### config.mk
export PLATFORM = sky130hd
export DESIGN_NAME = gregorian_day_difference
export DESIGN_NICKNAME = d
export VERILOG_FILES = /design/src/hw/rtl/gdd_pkg.sv /design/src/hw/rtl/gdd_day_number.sv /design/src/hw/rtl/gdd_compare.sv /design/src/hw/rtl/gregorian_day_difference.sv
export SDC_FILE = /design/constraint.sdc
export NUM_CORES = 1
export LEC_CHECK = 0
export ABC_AREA = 1
export ABC_CLOCK_PERIOD_IN_PS = 17300
export BUFFER_PORTS_ARGS = -buffer_cell sky130_fd_sc_hd__buf_2
export CORE_ASPECT_RATIO = 2
export CORE_MARGIN = 8
export CORE_UTILIZATION = 42
export CTS_CLUSTER_SIZE = 25
export DETAILED_ROUTE_END_ITERATION = 7
export MAX_ROUTING_LAYER = met4
export PLACE_DENSITY_LB_ADDON = 0.05
export SLEW_MARGIN = 25
export SYNTH_ARGS = -nofsm -noshare
export SYNTH_HDL_FRONTEND = slang
export SYNTH_SLANG_ARGS = --single-unit
### constraint.sdc
create_clock -name aclk -period 17.3 [get_ports aclk]
set_input_delay 3.46 -clock aclk [delete_from_list [all_inputs] [get_ports aclk]]
set_output_delay 3.46 -clock aclk [all_outputs]
set_load 0.02 [all_outputs]
### src/hw/rtl/gdd_pkg.sv
// Shared types, constants and calendar helper functions for the day difference block.
`timescale 1ns / 1ps

package gdd_pkg;

    // Field widths fixed by the interface.
    localparam int DAY_W   = 5;
    localparam int MONTH_W = 4;
    localparam int YEAR_W  = 14;
    localparam int NUM_W   = 22;

    // Largest year taken as it is; larger years saturate to it.
    localparam logic [YEAR_W-1:0] MAX_YEAR = YEAR_W'(9999);

    // Reciprocal of 100 for a 19-bit shift, exact for operands below 43699.
    localparam int RECIP_100 = 5243;
    localparam int RECIP_SHIFT = 19;

    localparam logic [MONTH_W-1:0] MONTH_JAN = MONTH_W'(1);
    localparam logic [MONTH_W-1:0] MONTH_FEB = MONTH_W'(2);
    localparam logic [MONTH_W-1:0] MONTH_DEC = MONTH_W'(12);

    // One calendar date: year, then month, then day.
    typedef struct packed {
        logic [YEAR_W-1:0]  year;
        logic [MONTH_W-1:0] month;
        logic [DAY_W-1:0]   day;
    } date_t;

    // Month zero reads as January and months past December as December.
    function automatic logic [MONTH_W-1:0] clamp_month(input logic [MONTH_W-1:0] m);
        logic [MONTH_W-1:0] r;
        r = m;
        if (m < MONTH_JAN) begin
            r = MONTH_JAN;
        end else if (m > MONTH_DEC) begin
            r = MONTH_DEC;
        end
        return r;
    endfunction

    // Years above the supported range saturate.
    function automatic logic [YEAR_W-1:0] clamp_year(input logic [YEAR_W-1:0] y);
        return (y > MAX_YEAR) ? MAX_YEAR : y;
    endfunction

    // Days in the months before the given month of a common year.
    function automatic logic [8:0] days_before_month(input logic [MONTH_W-1:0] m);
        logic [8:0] r;
        unique case (m)
            4'd1:    r = 9'd0;
            4'd2:    r = 9'd31;
            4'd3:    r = 9'd59;
            4'd4:    r = 9'd90;
            4'd5:    r = 9'd120;
            4'd6:    r = 9'd151;
            4'd7:    r = 9'd181;
            4'd8:    r = 9'd212;
            4'd9:    r = 9'd243;
            4'd10:   r = 9'd273;
            4'd11:   r = 9'd304;
            default: r = 9'd334;
        endcase
        return r;
    endfunction

endpackage

### src/hw/rtl/gdd_day_number.sv
// Maps one clamped date to its day number counted from the start of year zero.
`timescale 1ns / 1ps

module gdd_day_number (
    input  gdd_pkg::date_t                  date,
    output logic [gdd_pkg::NUM_W-1:0]       day_num
);

    localparam int SUM_W  = gdd_pkg::YEAR_W + 1;
    localparam int PROD_W = SUM_W + 13;
    localparam int CENT_W = PROD_W - gdd_pkg::RECIP_SHIFT;

    logic [SUM_W-1:0]  year_plus_99;
    logic [PROD_W-1:0] cent_prod;
    logic [CENT_W-1:0] cent_ceil;
    logic [CENT_W-1:0] quad_cent_ceil;
    logic [SUM_W-1:0]  quad_ceil;
    logic [SUM_W-1:0]  leaps;
    logic              div100;
    logic              leap_year;
    logic [gdd_pkg::NUM_W-1:0] year_days;

    // Ceiling of year / 100 through a constant reciprocal; year / 400 follows from it.
    assign year_plus_99   = SUM_W'(date.year) + SUM_W'(99);
    assign cent_prod      = PROD_W'(year_plus_99) * PROD_W'(gdd_pkg::RECIP_100);
    assign cent_ceil      = cent_prod[PROD_W-1:gdd_pkg::RECIP_SHIFT];
    assign quad_cent_ceil = CENT_W'((cent_ceil + CENT_W'(3)) >> 2);
    assign quad_ceil      = SUM_W'((SUM_W'(date.year) + SUM_W'(3)) >> 2);

    // Leap years in the years before this one, year zero included.
    assign leaps = quad_ceil - SUM_W'(cent_ceil) + SUM_W'(quad_cent_ceil);

    // A multiple of 100 equals 100 times its ceiling quotient.
    assign div100    = (16'(cent_ceil) * 16'd100) == 16'(date.year);
    assign leap_year = (date.year[1:0] == 2'b00) && (!div100 || (cent_ceil[1:0] == 2'b00));

    // Sum of whole years, whole months, the leap day and the day itself.
    assign year_days = gdd_pkg::NUM_W'(date.year) * gdd_pkg::NUM_W'(365)
                     + gdd_pkg::NUM_W'(leaps);
    assign day_num   = year_days
                     + gdd_pkg::NUM_W'(gdd_pkg::days_before_month(date.month))
                     + gdd_pkg::NUM_W'(leap_year && (date.month > gdd_pkg::MONTH_FEB))
                     + gdd_pkg::NUM_W'(date.day);

endmodule

### src/hw/rtl/gdd_compare.sv
// Orders two dates and forms the absolute difference of their day numbers.
`timescale 1ns / 1ps

module gdd_compare (
    input  gdd_pkg::date_t                  first_date,
    input  gdd_pkg::date_t                  second_date,
    input  logic [gdd_pkg::NUM_W-1:0]       first_num,
    input  logic [gdd_pkg::NUM_W-1:0]       second_num,
    output logic [gdd_pkg::NUM_W-1:0]       span,
    output logic                            first_is_later
);

    // The packed struct orders year, then month, then day.
    assign first_is_later = first_date > second_date;

    // Day numbers fit the span width, so the difference never saturates.
    assign span = (first_num > second_num) ? (first_num - second_num)
                                           : (second_num - first_num);

endmodule

### src/hw/rtl/gregorian_day_difference.sv
// Top level: input register, day number logic and result register.
`timescale 1ns / 1ps

// Gives the absolute number of days between two Gregorian dates and a flag that
// is set when the first date is later. Leap years follow the 4/100/400 rule and
// year zero is leap. Months out of range clamp to January or December, years
// above 9999 saturate, and days are not checked. Each pair of dates passes through
// the input register and then the result register, with the calendar arithmetic
// in between. The block takes one transfer in every cycle and stalls only when
// both registers are full and the result side holds off.
module gregorian_day_difference (
    input  logic                                aclk,
    input  logic                                aresetn,
    input  logic                                s_valid,
    output logic                                s_ready,
    input  logic [gdd_pkg::DAY_W-1:0]           s_first_day,
    input  logic [gdd_pkg::MONTH_W-1:0]         s_first_month,
    input  logic [gdd_pkg::YEAR_W-1:0]          s_first_year,
    input  logic [gdd_pkg::DAY_W-1:0]           s_second_day,
    input  logic [gdd_pkg::MONTH_W-1:0]         s_second_month,
    input  logic [gdd_pkg::YEAR_W-1:0]          s_second_year,
    output logic                                m_valid,
    input  logic                                m_ready,
    output logic [gdd_pkg::NUM_W-1:0]           m_day_span,
    output logic                                m_first_is_later
);

    logic                       in_valid_reg;
    logic                       in_valid_next;
    gdd_pkg::date_t             first_reg;
    gdd_pkg::date_t             second_reg;
    logic                       out_valid_reg;
    logic                       out_valid_next;
    logic [gdd_pkg::NUM_W-1:0]  span_reg;
    logic                       later_reg;
    logic                       advance;
    logic                       s_xfer;
    gdd_pkg::date_t             first_clamped;
    gdd_pkg::date_t             second_clamped;
    logic [gdd_pkg::NUM_W-1:0]  first_num;
    logic [gdd_pkg::NUM_W-1:0]  second_num;
    logic [gdd_pkg::NUM_W-1:0]  span;
    logic                       first_is_later;

    // Pipeline flow: the input register moves on when the result register frees up.
    assign advance        = in_valid_reg && (!out_valid_reg || m_ready);
    assign s_ready        = !in_valid_reg || advance;
    assign s_xfer         = s_valid && s_ready;
    assign in_valid_next  = s_xfer || (in_valid_reg && !advance);
    assign out_valid_next = advance || (out_valid_reg && !m_ready);

    // Control registers.
    always_ff @(posedge aclk) begin
        if (!aresetn) begin
            in_valid_reg  <= 1'b0;
            out_valid_reg <= 1'b0;
        end else begin
            in_valid_reg  <= in_valid_next;
            out_valid_reg <= out_valid_next;
        end
    end

    // Input register, loaded on each input transfer.
    always_ff @(posedge aclk) begin
        if (s_xfer) begin
            first_reg  <= '{year: s_first_year, month: s_first_month, day: s_first_day};
            second_reg <= '{year: s_second_year, month: s_second_month, day: s_second_day};
        end
    end

    // Clamp month and year before any use.
    always_comb begin
        first_clamped        = first_reg;
        first_clamped.month  = gdd_pkg::clamp_month(first_reg.month);
        first_clamped.year   = gdd_pkg::clamp_year(first_reg.year);
        second_clamped       = second_reg;
        second_clamped.month = gdd_pkg::clamp_month(second_reg.month);
        second_clamped.year  = gdd_pkg::clamp_year(second_reg.year);
    end

    gdd_day_number u_first_num (
        .date    (first_clamped),
        .day_num (first_num)
    );

    gdd_day_number u_second_num (
        .date    (second_clamped),
        .day_num (second_num)
    );

    gdd_compare u_compare (
        .first_date     (first_clamped),
        .second_date    (second_clamped),
        .first_num      (first_num),
        .second_num     (second_num),
        .span           (span),
        .first_is_later (first_is_later)
    );

    // Result register.
    always_ff @(posedge aclk) begin
        if (advance) begin
            span_reg  <= span;
            later_reg <= first_is_later;
        end
    end

    assign m_valid          = out_valid_reg;
    assign m_day_span       = span_reg;
    assign m_first_is_later = later_reg;

`ifndef SYNTHESIS
    // Input is refused only when both registers are full and the result is held.
    assert property (@(posedge aclk) disable iff (!aresetn)
        !s_ready |-> (in_valid_reg && out_valid_reg && !m_ready))
        else $error("input stalled while the pipeline could move");

    // A held item in the input register keeps its dates.
    assert property (@(posedge aclk) disable iff (!aresetn)
        (in_valid_reg && !advance) |=> (in_valid_reg && $stable(first_reg)
                                        && $stable(second_reg)))
        else $error("stalled input register lost its item");

    // An item leaving the input register shows up as a result next cycle.
    assert property (@(posedge aclk) disable iff (!aresetn)
        advance |=> m_valid)
        else $error("advanced item did not reach the result register");

    // Equal clamped dates give a zero span and a clear flag.
    assert property (@(posedge aclk) disable iff (!aresetn)
        (advance && (first_clamped == second_clamped)) |=>
            (m_day_span == '0 && !m_first_is_later))
        else $error("equal dates gave a nonzero result");
`endif

endmodule

-- Word-level counts from Yosys, hierarchy flattened
Memories as Yosys holds them, arrays and structs flattened.
Cells that the tools add are included.
- register bits after elaboration: 71
- ROM bits: 288
- input port bits: 50
- output and inout bits: 25
- word-level logic and storage cells: 81
- memories: 2
- memories (memory ; depth ; width ; rd ports ; clocked after memory_dff ; write ports ; RTL line ; text):
    (name not given) ; 16 ; 9 ; 1 ; 0 ; 0 ; gdd_pkg.sv:50 ; unique case (m)
    (name not given) ; 16 ; 9 ; 1 ; 0 ; 0 ; gdd_pkg.sv:50 ;
- add/subtract/negate cells: 20
- $mul: 6
- magnitude comparators: 10
- equality and inequality tests: 2
- muxes and demuxes: 7
- reduce and logical (&&, ||, !) cells: 24
- operators by type and width (kind ; number):
    multiplier 15 x 13 -> 28 bit, second input constant ; 2
    adder 22 x 1 -> 22 bit ; 2
    adder 22 x 15 -> 22 bit ; 2
    adder 22 x 5 -> 22 bit ; 2
    adder 22 x 9 -> 22 bit ; 2
    multiplier 14 x 9 -> 22 bit, second input constant ; 2
    subtractor 22 bit ; 2
    equality test 16 x 14 -> 1 bit ; 2
    adder 14 x 2 -> 15 bit, second input constant ; 2
    adder 14 x 7 -> 15 bit, second input constant ; 2
    adder 15 x 7 -> 15 bit ; 2
    greater-than comparator 14 bit, second input constant ; 2
    multiplier 9 x 5 -> 14 bit, second input constant ; 2
    2-to-1 mux 14 bit ; 2
    subtractor 13 x 9 -> 14 bit ; 2
    greater-than comparator 23 bit ; 1
    greater-than comparator 22 bit ; 1
    2-to-1 mux 22 bit ; 1
    adder 9 x 2 -> 9 bit, second input constant ; 2
    2-to-1 mux 4 bit ; 4
    greater-than comparator 4 x 2 -> 1 bit, second input constant ; 2
    greater-than comparator 4 bit, second input constant ; 2
    logical AND 1 bit ; 8
    zero test 2 bit ; 4
    3 further kinds ; 14

-- Depth between registers and ports, before layout
Gate-level depths: netlist (run 1).
- depth in word-level cells: 14
- mapped depth: 93

-- By module
From an unflattened synthesis (run 1), not the netlist that was laid out.
- cell total of the unflattened synthesis: 3594
- area, all modules: 27032.2 um2
- by module, submodules not included (module ; times used ; cells each ; area each (um2)):
    gdd_day_number at u_first_num ; 1 ; 1335 ; 10328.7
    gdd_day_number at u_second_num ; 1 ; 1329 ; 10166.0
    gdd_compare ; 1 ; 762 ; 3996.3
    gregorian_day_difference ; 1 ; 168 ; 2541.2

-- Worst setup path before layout (run 1)
Ideal clock, no wire load.
- path type: register to register
- start: register second_reg[13] in the netlist's numbering
- end: register span_reg, in the netlist m_day_span[12] (data pin)
- library setup time: 0.264 ns
- data arrival time: 14.158 ns
- path slack: 2.878 ns
- stages on the path, launching flop included: 89
- buffers on the path: 1
- period minus slack after synthesis: 14.422 ns
- cells stage by stage: edfxtp_1 > nor2_1 > nand2_1 > nand2_1 > nand2_2 > nand2_4 > inv_2 > nor2_1 > ha_1 > nand2_2 > nand2_4 > nand2_1 > nand2_1 > nor2_2 > or2_1 > o21ai_0 > inv_1 > fa_1 > (+53 left out) > o21a_1 > nor2_1 > nand2_1 > nand2_1 > inv_1 > ha_1 > nand2_1 > nor2_1 > nand2_1 > or2_2 > o221ai_1 > nand2_1 > inv_1 > buf_2 > nand2_1 > o21ai_0 > o22ai_1 > xor2_1
- longest elaborated chain between the ends: 14
- elaborated cells between the ends (all ways): 25
- ends and longest elaborated chain (item ; RTL line ; text):
    start: declaration ; gregorian_day_difference.sv:31 ; gdd_pkg::date_t second_reg;
    start signal: assignment ; gregorian_day_difference.sv:67 ; second_reg <= '{year: s_second_year, month: s_second_month, day: s_second_day};
    greater-than comparator 14 bit ; gdd_pkg.sv:44 ; return (y > MAX_YEAR) ? MAX_YEAR : y;
    2-to-1 mux 14 bit * ; gdd_pkg.sv:44 ;
    branches (longest 8 deep; another with multiplier 15 x 13 -> 28 bit) ; n/a ;
    adder 22 x 1 -> 22 bit * ; gdd_day_number.sv:42 ; + gdd_pkg::NUM_W'(leap_year && (date.month > gdd_pkg::MONTH_FEB))
    adder 22 x 5 -> 22 bit * ; gdd_day_number.sv:43 ; + gdd_pkg::NUM_W'(date.day);
    subtractor 22 bit, or another cell as far along ; gdd_compare.sv:18 ; : (second_num - first_num);
    2-to-1 mux 22 bit * ; gdd_compare.sv:17 ; assign span = (first_num > second_num) ? (first_num - second_num)
    named net span (one bit) ; gregorian_day_difference.sv:42 ; logic [gdd_pkg::NUM_W-1:0] span;
    end signal: assignment ; gregorian_day_difference.sv:103 ; span_reg <= span;
    end: declaration ; gregorian_day_difference.sv:34 ; logic [gdd_pkg::NUM_W-1:0] span_reg;
Mark *: on every way through the listed nets, which the timed path passes.
A chain may end at the register's enable or synchronous reset.

-- Worst setup path after layout (run 1)
- start: register first_reg[22] in the netlist's numbering
- end: register span_reg, in the netlist m_day_span[19] (data pin)
- longest elaborated chain between the ends: 14
- elaborated cells between the ends (all ways): 25
- ends and longest elaborated chain (item ; RTL line ; text):
    start: declaration ; gregorian_day_difference.sv:30 ; gdd_pkg::date_t first_reg;
    start signal: assignment ; gregorian_day_difference.sv:66 ; first_reg <= '{year: s_first_year, month: s_first_month, day: s_first_day};
    greater-than comparator 14 bit ; gdd_pkg.sv:44 ;
    2-to-1 mux 14 bit * ; gdd_pkg.sv:44 ;
    branches (longest 8 deep; another with multiplier 15 x 13 -> 28 bit) ; n/a ;
    adder 22 x 1 -> 22 bit * ; gdd_day_number.sv:42 ;
    adder 22 x 5 -> 22 bit * ; gdd_day_number.sv:43 ;
    subtractor 22 bit, or another cell as far along ; gdd_compare.sv:18 ;
    2-to-1 mux 22 bit * ; gdd_compare.sv:17 ;
    named net span (one bit) ; gregorian_day_difference.sv:42 ;
Marked as above.

==> impl_results.md, run 1 <==
- Status: completed
- Slew headroom: between 30% and 40%
- Non-filler cells, final: around 4100
- Most frequent cells in the layout: inv_1 (846), ha_1 (511), nand2_1 (488), fa_1 (282), a21oi_1 (171)
- Cell Rows: between 100 and 150
- Setup crit end kind: flip-flop
- CP arrival: approximately 16 ns
- Reg2Reg Capture Point: m_day_span[19]
- CP required: roughly 17 ns
- First-pass GRT wire length: roughly 110000 µm
- CP startpoint kind: flip-flop
- Synth Register Bits: a little over 70
- Synthesized instance count: roughly 3200
- Fin crit share: 92.39%
- Area delta synth->final: 7.388%
- Initial antenna violation count: 0
- Num Clock Sinks: roughly 70
- Crit Reg-Reg Startpoint: first_reg[22]
- Worst hold endpoint: m_valid
- Sequential share of the synthesized area: 8.398%
- Gpl congestion: between 0.9 and 1
- Die height: 362.1 µm
- Port bufs: 74
- Fmax: 62.56 MHz
- Synthesized area: 0.02515 mm²
- WS Path Type: reg -> reg
- RSZ-0062 raised after global routing: false
- Commonest non-fill, non-tap cell in the layout: inv_1
- DP Worst Slack: roughly 0.56 ns
- Reg area: 0.002112 mm²
- Overflow after GRT: 0
- DR DRC count: 0
- Root Buffer: clkbuf_16
- Wire per inst: 17.27 µm
- Vias per cell: between 4 and 5
- Layout cell share with drive strength beyond 1: ~6.8%
- Routed wire length: about 70000 µm
- Post-route ant nets: 0
- Max-cap violations: 0
- Clk slew on worst S/H paths: roughly 0.060 ns
- Finish-stage setup viols: 0
- FILL cells: 6144
- Vias in the first global route: 20940
- Netlist cell types: 58
- CTS H-tree lvls: 3
- N_diodes: 0
- Clock tree buffer depth: 2
- R2R setup slack: approximately 1.3 ns
- Core Footprint: 0.05959 mm²
- I/O pin count: between 70 and 80
- Nets: 4133
- Worst-margin pin slew: around 0.90 ns
- CTS tree: built
- Fin Clk Skew: 0.01674 ns
- Setup TNS: 0 ns
- YS warnings: 0
- Critical path's slowest cell: edfxtp_1
- Ys flop type: edfxtp_1
- Worst path max stage delay: 0.85 ns
- Final Max Tran Viols: 0
- Hold path start: in_valid_reg
- Post-synth ARST share: 0%
- First-pass DRT Iterations: 5
- GRT Overall Usage: a little over a fifth
- Number of DRC markers in iteration 0: 934
- Initial Util: around 42%
- Multi-input logic area: about 0.02 mm²
- Clk_lat worst skew: slightly below 0.4 ns
- HPWL Detailed: ~63000 µm
- Worst hold-check path type: reg -> reg
- Total number of vias: roughly 20000
- R2R depth: 74
- CP max FO: 17
- Period minus WS final: 15.98 ns
- Final Hold Viols: 0
- Die X: approximately 190 µm
- CP most frequent cell: nand2_1
- Post-Place Cells: 4048
- Hold depth: 2
- Total CTS buffers: 9
- Largest register FFs: 22
- Post-synth EDFFs: about 70
- Full die area: between 0.06 and 0.07 mm²
- Final worst slack: 1.316 ns
- Largest net degree at the start of global routing: 47
- Synthesized area per cell: 7.913 µm²
repair_timing:
action	CTS	global route
hold buffers	0	0
buffers inserted	0	5
endpoints found under the setup margin	0	21
resized for setup	0	15
worst max-delay path: cells and delay by family, from the launching register on:
| kind | cells | cell delay [ns] |
|---|---|---|
| buffers and inverters | 14 | 1.51 |
| AOI/OAI and AO/OA | 10 | 1.67 |
| xor gates and xnor gates | 7 | 1.93 |
| adders and majority gates | 15 | 6.23 |
| DFF | 1 | 0.85 |
| and+or+nand+nor | 28 | 3.52 |
Yosys cell counts, types with 35 or more instances:
| library cell | number | area (µm²) |
|---|---|---|
| ha_1 | 511 | 6394 |
| fa_1 | 282 | 5645 |
| nand4_1 | 45 | 281.5 |
| xnor2_1 | 48 | 420.4 |
| nand2_2 | 35 | 219.0 |
| a21oi_1 | 173 | 865.8 |
| xor2_1 | 129 | 1130 |
| inv_1 | 850 | 3191 |
| edfxtp_1 | 69 | 2072 |
| nand3_1 | 96 | 480.5 |
| nand2_1 | 488 | 1832 |
| nor2_1 | 163 | 611.8 |
| o21ai_0 | 78 | 390.4 |
stage by stage:
step | area [µm²] | util [%] | hold WS (ns)
after global placement | 26630 | 44.68 | 0.4866
after CTS | 26910 | 45.15 | 0.4930
final | 27010 | 45.32 | 0.4952
after floorplan | 25200 | - | 0.4473
after global routing | 27010 | 45.32 | 0.5180
after detailed placement | 26630 | 44.68 | 0.4862
kinds of logic after synthesis:
kind of cell	count (synthesis)	share of synthesized area [%]
AO/OA/AOI/OAI	355	8.155
other	2	0.02986
adder cells (fa/ha/maj)	793	47.87
multiplexers	7	0.2786
buffers and inverters	879	13.20
flip-flops	71	8.398
XOR/XNOR	180	6.359
AND/OR/NAND/NOR	891	15.71
area by class of cell:
cell class	instances	area share [%]
clock buffer	11	0.8617
sequential	71	7.821
clock inverter	4	0.1761
timing repair buffer	98	2.039
tap	774	3.586
multi-input combinational	2242	73.42
inverter	868	12.10
how the worst max path moves through the flow:
stage | from | endpoint | slack [ns]
floorplan | second_reg[13] | m_day_span[12] | 2.88
global placement | first_reg[14] | m_day_span[12] | 0.50
detailed placement | first_reg[14] | m_day_span[12] | 0.56
CTS | first_reg[14] | m_day_span[12] | 0.45
global route | first_reg[14] | m_day_span[19] | 0.02
finish | first_reg[22] | m_day_span[19] | 1.32
routing by layer:
metal  GRT usage, %  up-vias  wire, µm
met4          6.661        0      2208
met3          1.798       88      1931
met1          26.16     9417     30750
li1               -    10120         -
met5              -        -         0
met2          38.45      374     35360
Power of run 1 is not shown: default switching activity piles up to over one toggle a cycle in this logic, so the estimate is an artifact.
==> run 2, diff against run 1 <==
--- a/config.mk
+++ b/config.mk
@@ -13,9 +13,9 @@
 export CORE_UTILIZATION = 42
 export CTS_CLUSTER_SIZE = 25
 export DETAILED_ROUTE_END_ITERATION = 7
+export GPL_ROUTABILITY_DRIVEN = 0
 export MAX_ROUTING_LAYER = met4
-export PLACE_DENSITY_LB_ADDON = 0.05
-export SLEW_MARGIN = 25
+export SLEW_MARGIN = 20
 export SYNTH_ARGS = -nofsm -noshare
 export SYNTH_HDL_FRONTEND = slang
 export SYNTH_SLANG_ARGS = --single-unit
==> impl_results.md, run 2 (synthesis results as in run 1) <==
- Port bufs: 74
- Die X: 189.0 µm
- Full die area: between 0.06 and 0.07 mm²
- Layout cell share with drive strength beyond 1: under 10%
- Hold path start: m_valid
- Clk slew on worst S/H paths: about 0.070 ns
- Area delta synth->final: 7.309%
- HPWL Detailed: slightly below 60000 µm
- Largest net degree at the start of global routing: 47
- Worst hold-check path type: reg -> reg
- Worst-margin pin slew: 0.9109 ns
- FILL cells: 5978
- Status: completed
- Final Hold Viols: 0
- I/O pin count: between 70 and 80
- Overflow after GRT: 0
- Core Footprint: approximately 0.06 mm²
- Fin crit share: ~93%
- CP startpoint kind: flip-flop
- Max-cap violations: 0
- R2R setup slack: about 1.3 ns
- Commonest non-fill, non-tap cell in the layout: inv_1
- Worst hold endpoint: m_valid
- Fmax: 62.34 MHz
- Clock tree buffer depth: 2
- N_diodes: 0
- Slew headroom: 39.07%
- Number of DRC markers in iteration 0: ~1100
- Root Buffer: clkbuf_16
- Routed wire length: 65510 µm
- CP required: about 17 ns
- Crit Reg-Reg Startpoint: second_reg[13]
- CP arrival: between 15 and 20 ns
- Final Max Tran Viols: 0
- Vias per cell: ~5
- Die height: approximately 360 µm
- Vias in the first global route: about 21000
- CP max FO: 23
- CTS H-tree lvls: 3
- Total number of vias: roughly 20000
- WS Path Type: reg -> reg
- Critical path's slowest cell: fa_1
- DR DRC count: 0
- Post-route ant nets: 0
- R2R depth: 86
- Worst path max stage delay: between 0.5 and 0.6 ns
- Cell Rows: about 130
- CP most frequent cell: nand2_1
- First-pass DRT Iterations: 5
- Reg2Reg Capture Point: m_day_span[13]
- Initial Util: between 40 and 50%
- GRT Overall Usage: about a fifth
- Num Clock Sinks: 71
- Finish-stage setup viols: 0
- Total CTS buffers: 9
- CTS tree: built
- Hold Slack: 0.5022 ns
- Fin Clk Skew: between 0.02 and 0.025 ns
- Wire per inst: 16.13 µm
- Setup crit end kind: flip-flop
- Nets: approximately 4100
- First-pass GRT wire length: 107700 µm
- Initial antenna violation count: 0
- Cts hold-fix bufs: 0
- Most frequent cells in the layout: inv_1 (846), ha_1 (511), nand2_1 (488), fa_1 (282), a21oi_1 (171)
- Period minus WS final: around 16 ns
- Largest register FFs: 22
- Clk_lat worst skew: 0.39 ns
- Hold depth: 2
run 2: what timing repair did:
action                     in CTS  in global routing
setup endpoints to repair       0                 21
setup buffers                   0                  6
resized for setup               0                 18
hold endpoints to repair        0                  0
run 2: layout make-up:
class / instances / area [µm²] / share of cell area, %
repair buffers: 91 / 498.0 / 1.845
multi-input cells: 2242 / 19860 / 73.59
flip-flops and latches: 71 / 2112 / 7.826
clock buffers: 11 / 242.7 / 0.8995
well taps: 774 / 968.4 / 3.589
clock inverters: 5 / 40.04 / 0.1484
inverters: 868 / 3267 / 12.11
run 2: how the worst max path moves through the flow:
stage | start | endpoint | slack [ns] | cells past startpoint
after CTS | second_reg[13] | m_day_span[12] | 0.23 | 87
final | second_reg[13] | m_day_span[13] | 1.26 | 86
after global placement | second_reg[13] | m_day_span[12] | 0.42 | 87
after global routing | second_reg[13] | m_day_span[19] | -0.03 | 87
after detailed placement | second_reg[13] | m_day_span[12] | 0.33 | 87
after floorplan | second_reg[13] | m_day_span[12] | 2.88 | 88
run 2: per-stage QoR:
step | worst slack (ns) | setup TNS (ns) | instances | area (µm²) | util [%]
after global placement | 0.4227 | 0 | 4040 | 26570 | 44.58
final | 1.260 | 0 | 4062 | 26990 | 45.29
after CTS | 0.2317 | 0 | 4056 | 26850 | 45.06
after detailed placement | 0.3339 | 0 | 4040 | 26570 | 44.58
after floorplan | 2.878 | 0 | 3192 | 25200 | -
after global routing | -0.03496 | -0.03496 | 4062 | 26990 | 45.29
run 2: routing by layer:
layer / GRT usage [%] / wire, µm / vias up
li1: - / - / 10100
met1: 24.19 / 28360 / 9600
met2: 35.35 / 32530 / 481
met3: 1.731 / 2369 / 101
met4: 6.860 / 2246 / 0
met5: - / 0 / -
run 2: critical path, delay by kind of cell, from the launching register on:
family	cells	cell delay (ns)
adders and majority gates	15	5.57
DFF	1	0.48
and+or+nand+nor	38	4.29
xor gates and xnor gates	5	1.21
buffers and inverters	15	1.91
AOI/OAI and AO/OA	13	2.25
Power of run 2 is left out for the same reason.
==> run 3, diff against run 2 <==
--- a/config.mk
+++ b/config.mk
@@ -10,7 +10,7 @@
 export BUFFER_PORTS_ARGS = -buffer_cell sky130_fd_sc_hd__buf_2
 export CORE_ASPECT_RATIO = 2
 export CORE_MARGIN = 8
-export CORE_UTILIZATION = 42
+export CORE_UTILIZATION = 44
 export CTS_CLUSTER_SIZE = 25
 export DETAILED_ROUTE_END_ITERATION = 7
 export GPL_ROUTABILITY_DRIVEN = 0
==> impl_results.md, run 3 (synthesis results as in run 1) <==
- Wire per inst: about 16 µm
- Largest net degree at the start of global routing: 47
- Overflow after GRT: 0
- CTS tree: built
- Num Clock Sinks: approximately 70
- Full die area: between 0.06 and 0.07 mm²
- Number of DRC markers in iteration 0: about 1300
- Root Buffer: clkbuf_16
- Cell Rows: around 120
- Final Hold Viols: 0
- Core Footprint: ~0.057 mm²
- Multi-input logic area: 0.01987 mm²
- Port bufs: 74
- Crit path max-delay family: adder cells
- N_diodes: 0
- Clk_lat worst skew: ~0.38 ns
- Cts hold-fix bufs: 0
- WS Path Type: reg -> reg
- CP arrival: roughly 16 ns
- Sum of buffers and inverters on the critical path: 16
- Period minus WS final: about 16 ns
- Most frequent cells in the layout: inv_1 (846), ha_1 (511), nand2_1 (488), fa_1 (282), a21oi_1 (170)
- Worst-margin pin slew: between 0.9 and 1 ns
- Reg area: ~0.0021 mm²
- CP most frequent cell: nand2_1
- Vias per cell: ~5
- Largest register FFs: 22
- Initial Util: 44.29%
- Status: completed
- Total number of vias: 20080
- I/O pin count: 75
- Total CTS buffers: 9
- First-pass DRT Iterations: 6
- CTS H-tree lvls: 3
- Met2 wire length: about 28000 µm
- Vias in the first global route: a little over 20000
- Layout cell share with drive strength beyond 1: around 6.6%
- Commonest non-fill, non-tap cell in the layout: inv_1
- Worst path max stage delay: ~0.55 ns
- Post-route ant nets: 0
- Max Used Layer: met4
- CP required: roughly 17 ns
- Max-cap violations: 0
- Area delta synth->final: 7.080%
- DR DRC count: 0
- Setup crit end kind: flip-flop
- Slew headroom: 37.19%
- Initial antenna violation count: 0
- Final Max Tran Viols: 0
- Worst hold-check path type: reg -> reg
- Die height: 354.1 µm
- RSZ-0062 raised after global routing: false
- Met3 wire length: 3217 µm
- GRT Overall Usage: 20.32%
- Metal1 wirelength: around 30000 µm
- CP startpoint kind: flip-flop
- Nets: 4120
- Finish-stage setup viols: 0
- Clock tree buffer depth: 2
- Die X: around 190 µm
- Fin Clk Skew: 0.01641 ns
- Fin crit share: 92.96%
- Critical path's slowest cell: fa_1
- CP max FO: 21
- FILL cells: about 5800
- Clk slew on worst S/H paths: around 0.080 ns
- Routed wire length: approximately 63000 µm
- Fmax: 62.18 MHz
- Setup TNS: 0 ns
- First-pass GRT wire length: roughly 100000 µm
- HPWL Detailed: approximately 57000 µm
- Hold Slack: 0.4747 ns
==> run 3: changes by cell type in the layout (fill, tap and decap cells not counted), moves of 2 or more <==
| cell | delta |
|---|---|
| buf_4 | -6 |
| inv_8 | +2 |
| xnor2_1 | +2 |
| xnor2_2 | -2 |
| xor2_1 | -2 |
==> run 3: worst paths after layout <==
check | slack (ns) | start | endpoint | cells after the start
max | 1.22 | first_reg[15] | m_day_span[13] | 81
min | 0.47 | in_valid_reg | m_valid | 2
max reg2reg | 1.22 | first_reg[15] | m_day_span[13] | 81
min reg2reg | 0.47 | in_valid_reg | m_valid | 2
==> run 3: metal layers <==
metal | GRT usage (%) | vias to the layer above
met5 | - | -
met4 | 4.226 | 0
met3 | 2.499 | 66
met2 | 31.31 | 490
met1 | 28.35 | 9421
li1 | - | 10110
==> run 3: metrics by stage <==
stage | util, % | setup WS, ns | area [µm²] | cells
after floorplan | - | 2.878 | 25200 | 3192
after global placement | 46.74 | 0.9293 | 26540 | 4022
after detailed placement | 46.74 | 0.7618 | 26540 | 4022
after CTS | 47.25 | 0.6669 | 26830 | 4038
after global routing | 47.42 | 0.01654 | 26930 | 4038
final | 47.42 | 1.217 | 26930 | 4038
==> run 3: cell type report <==
type,count,area share [%]
clock inverters,7,0.2370
well taps,756,3.513
flip-flops and latches,71,7.843
inverters,868,12.12
clock buffers,9,0.8364
multi-input cells,2242,73.77
repair buffers,85,1.682
==> run 3: timing repair <==
| action | 4_1_cts | 5_1_grt |
|---|---|---|
| endpoints found under the setup margin | 0 | 20 |
| setup buffers | 0 | 0 |
| resized for setup | 0 | 17 |
==> run 3: worst reg2reg max path, delay by kind of cell (launching register included) <==
kind / cells / cell delay (ns)
buf+inv: 16 / 1.59
simple gates: 32 / 3.81
compound gates: 11 / 2.02
xor+xnor: 6 / 1.45
fa+ha+maj: 16 / 6.53
flops: 1 / 0.45
Power of run 3 is left out for the same reason.
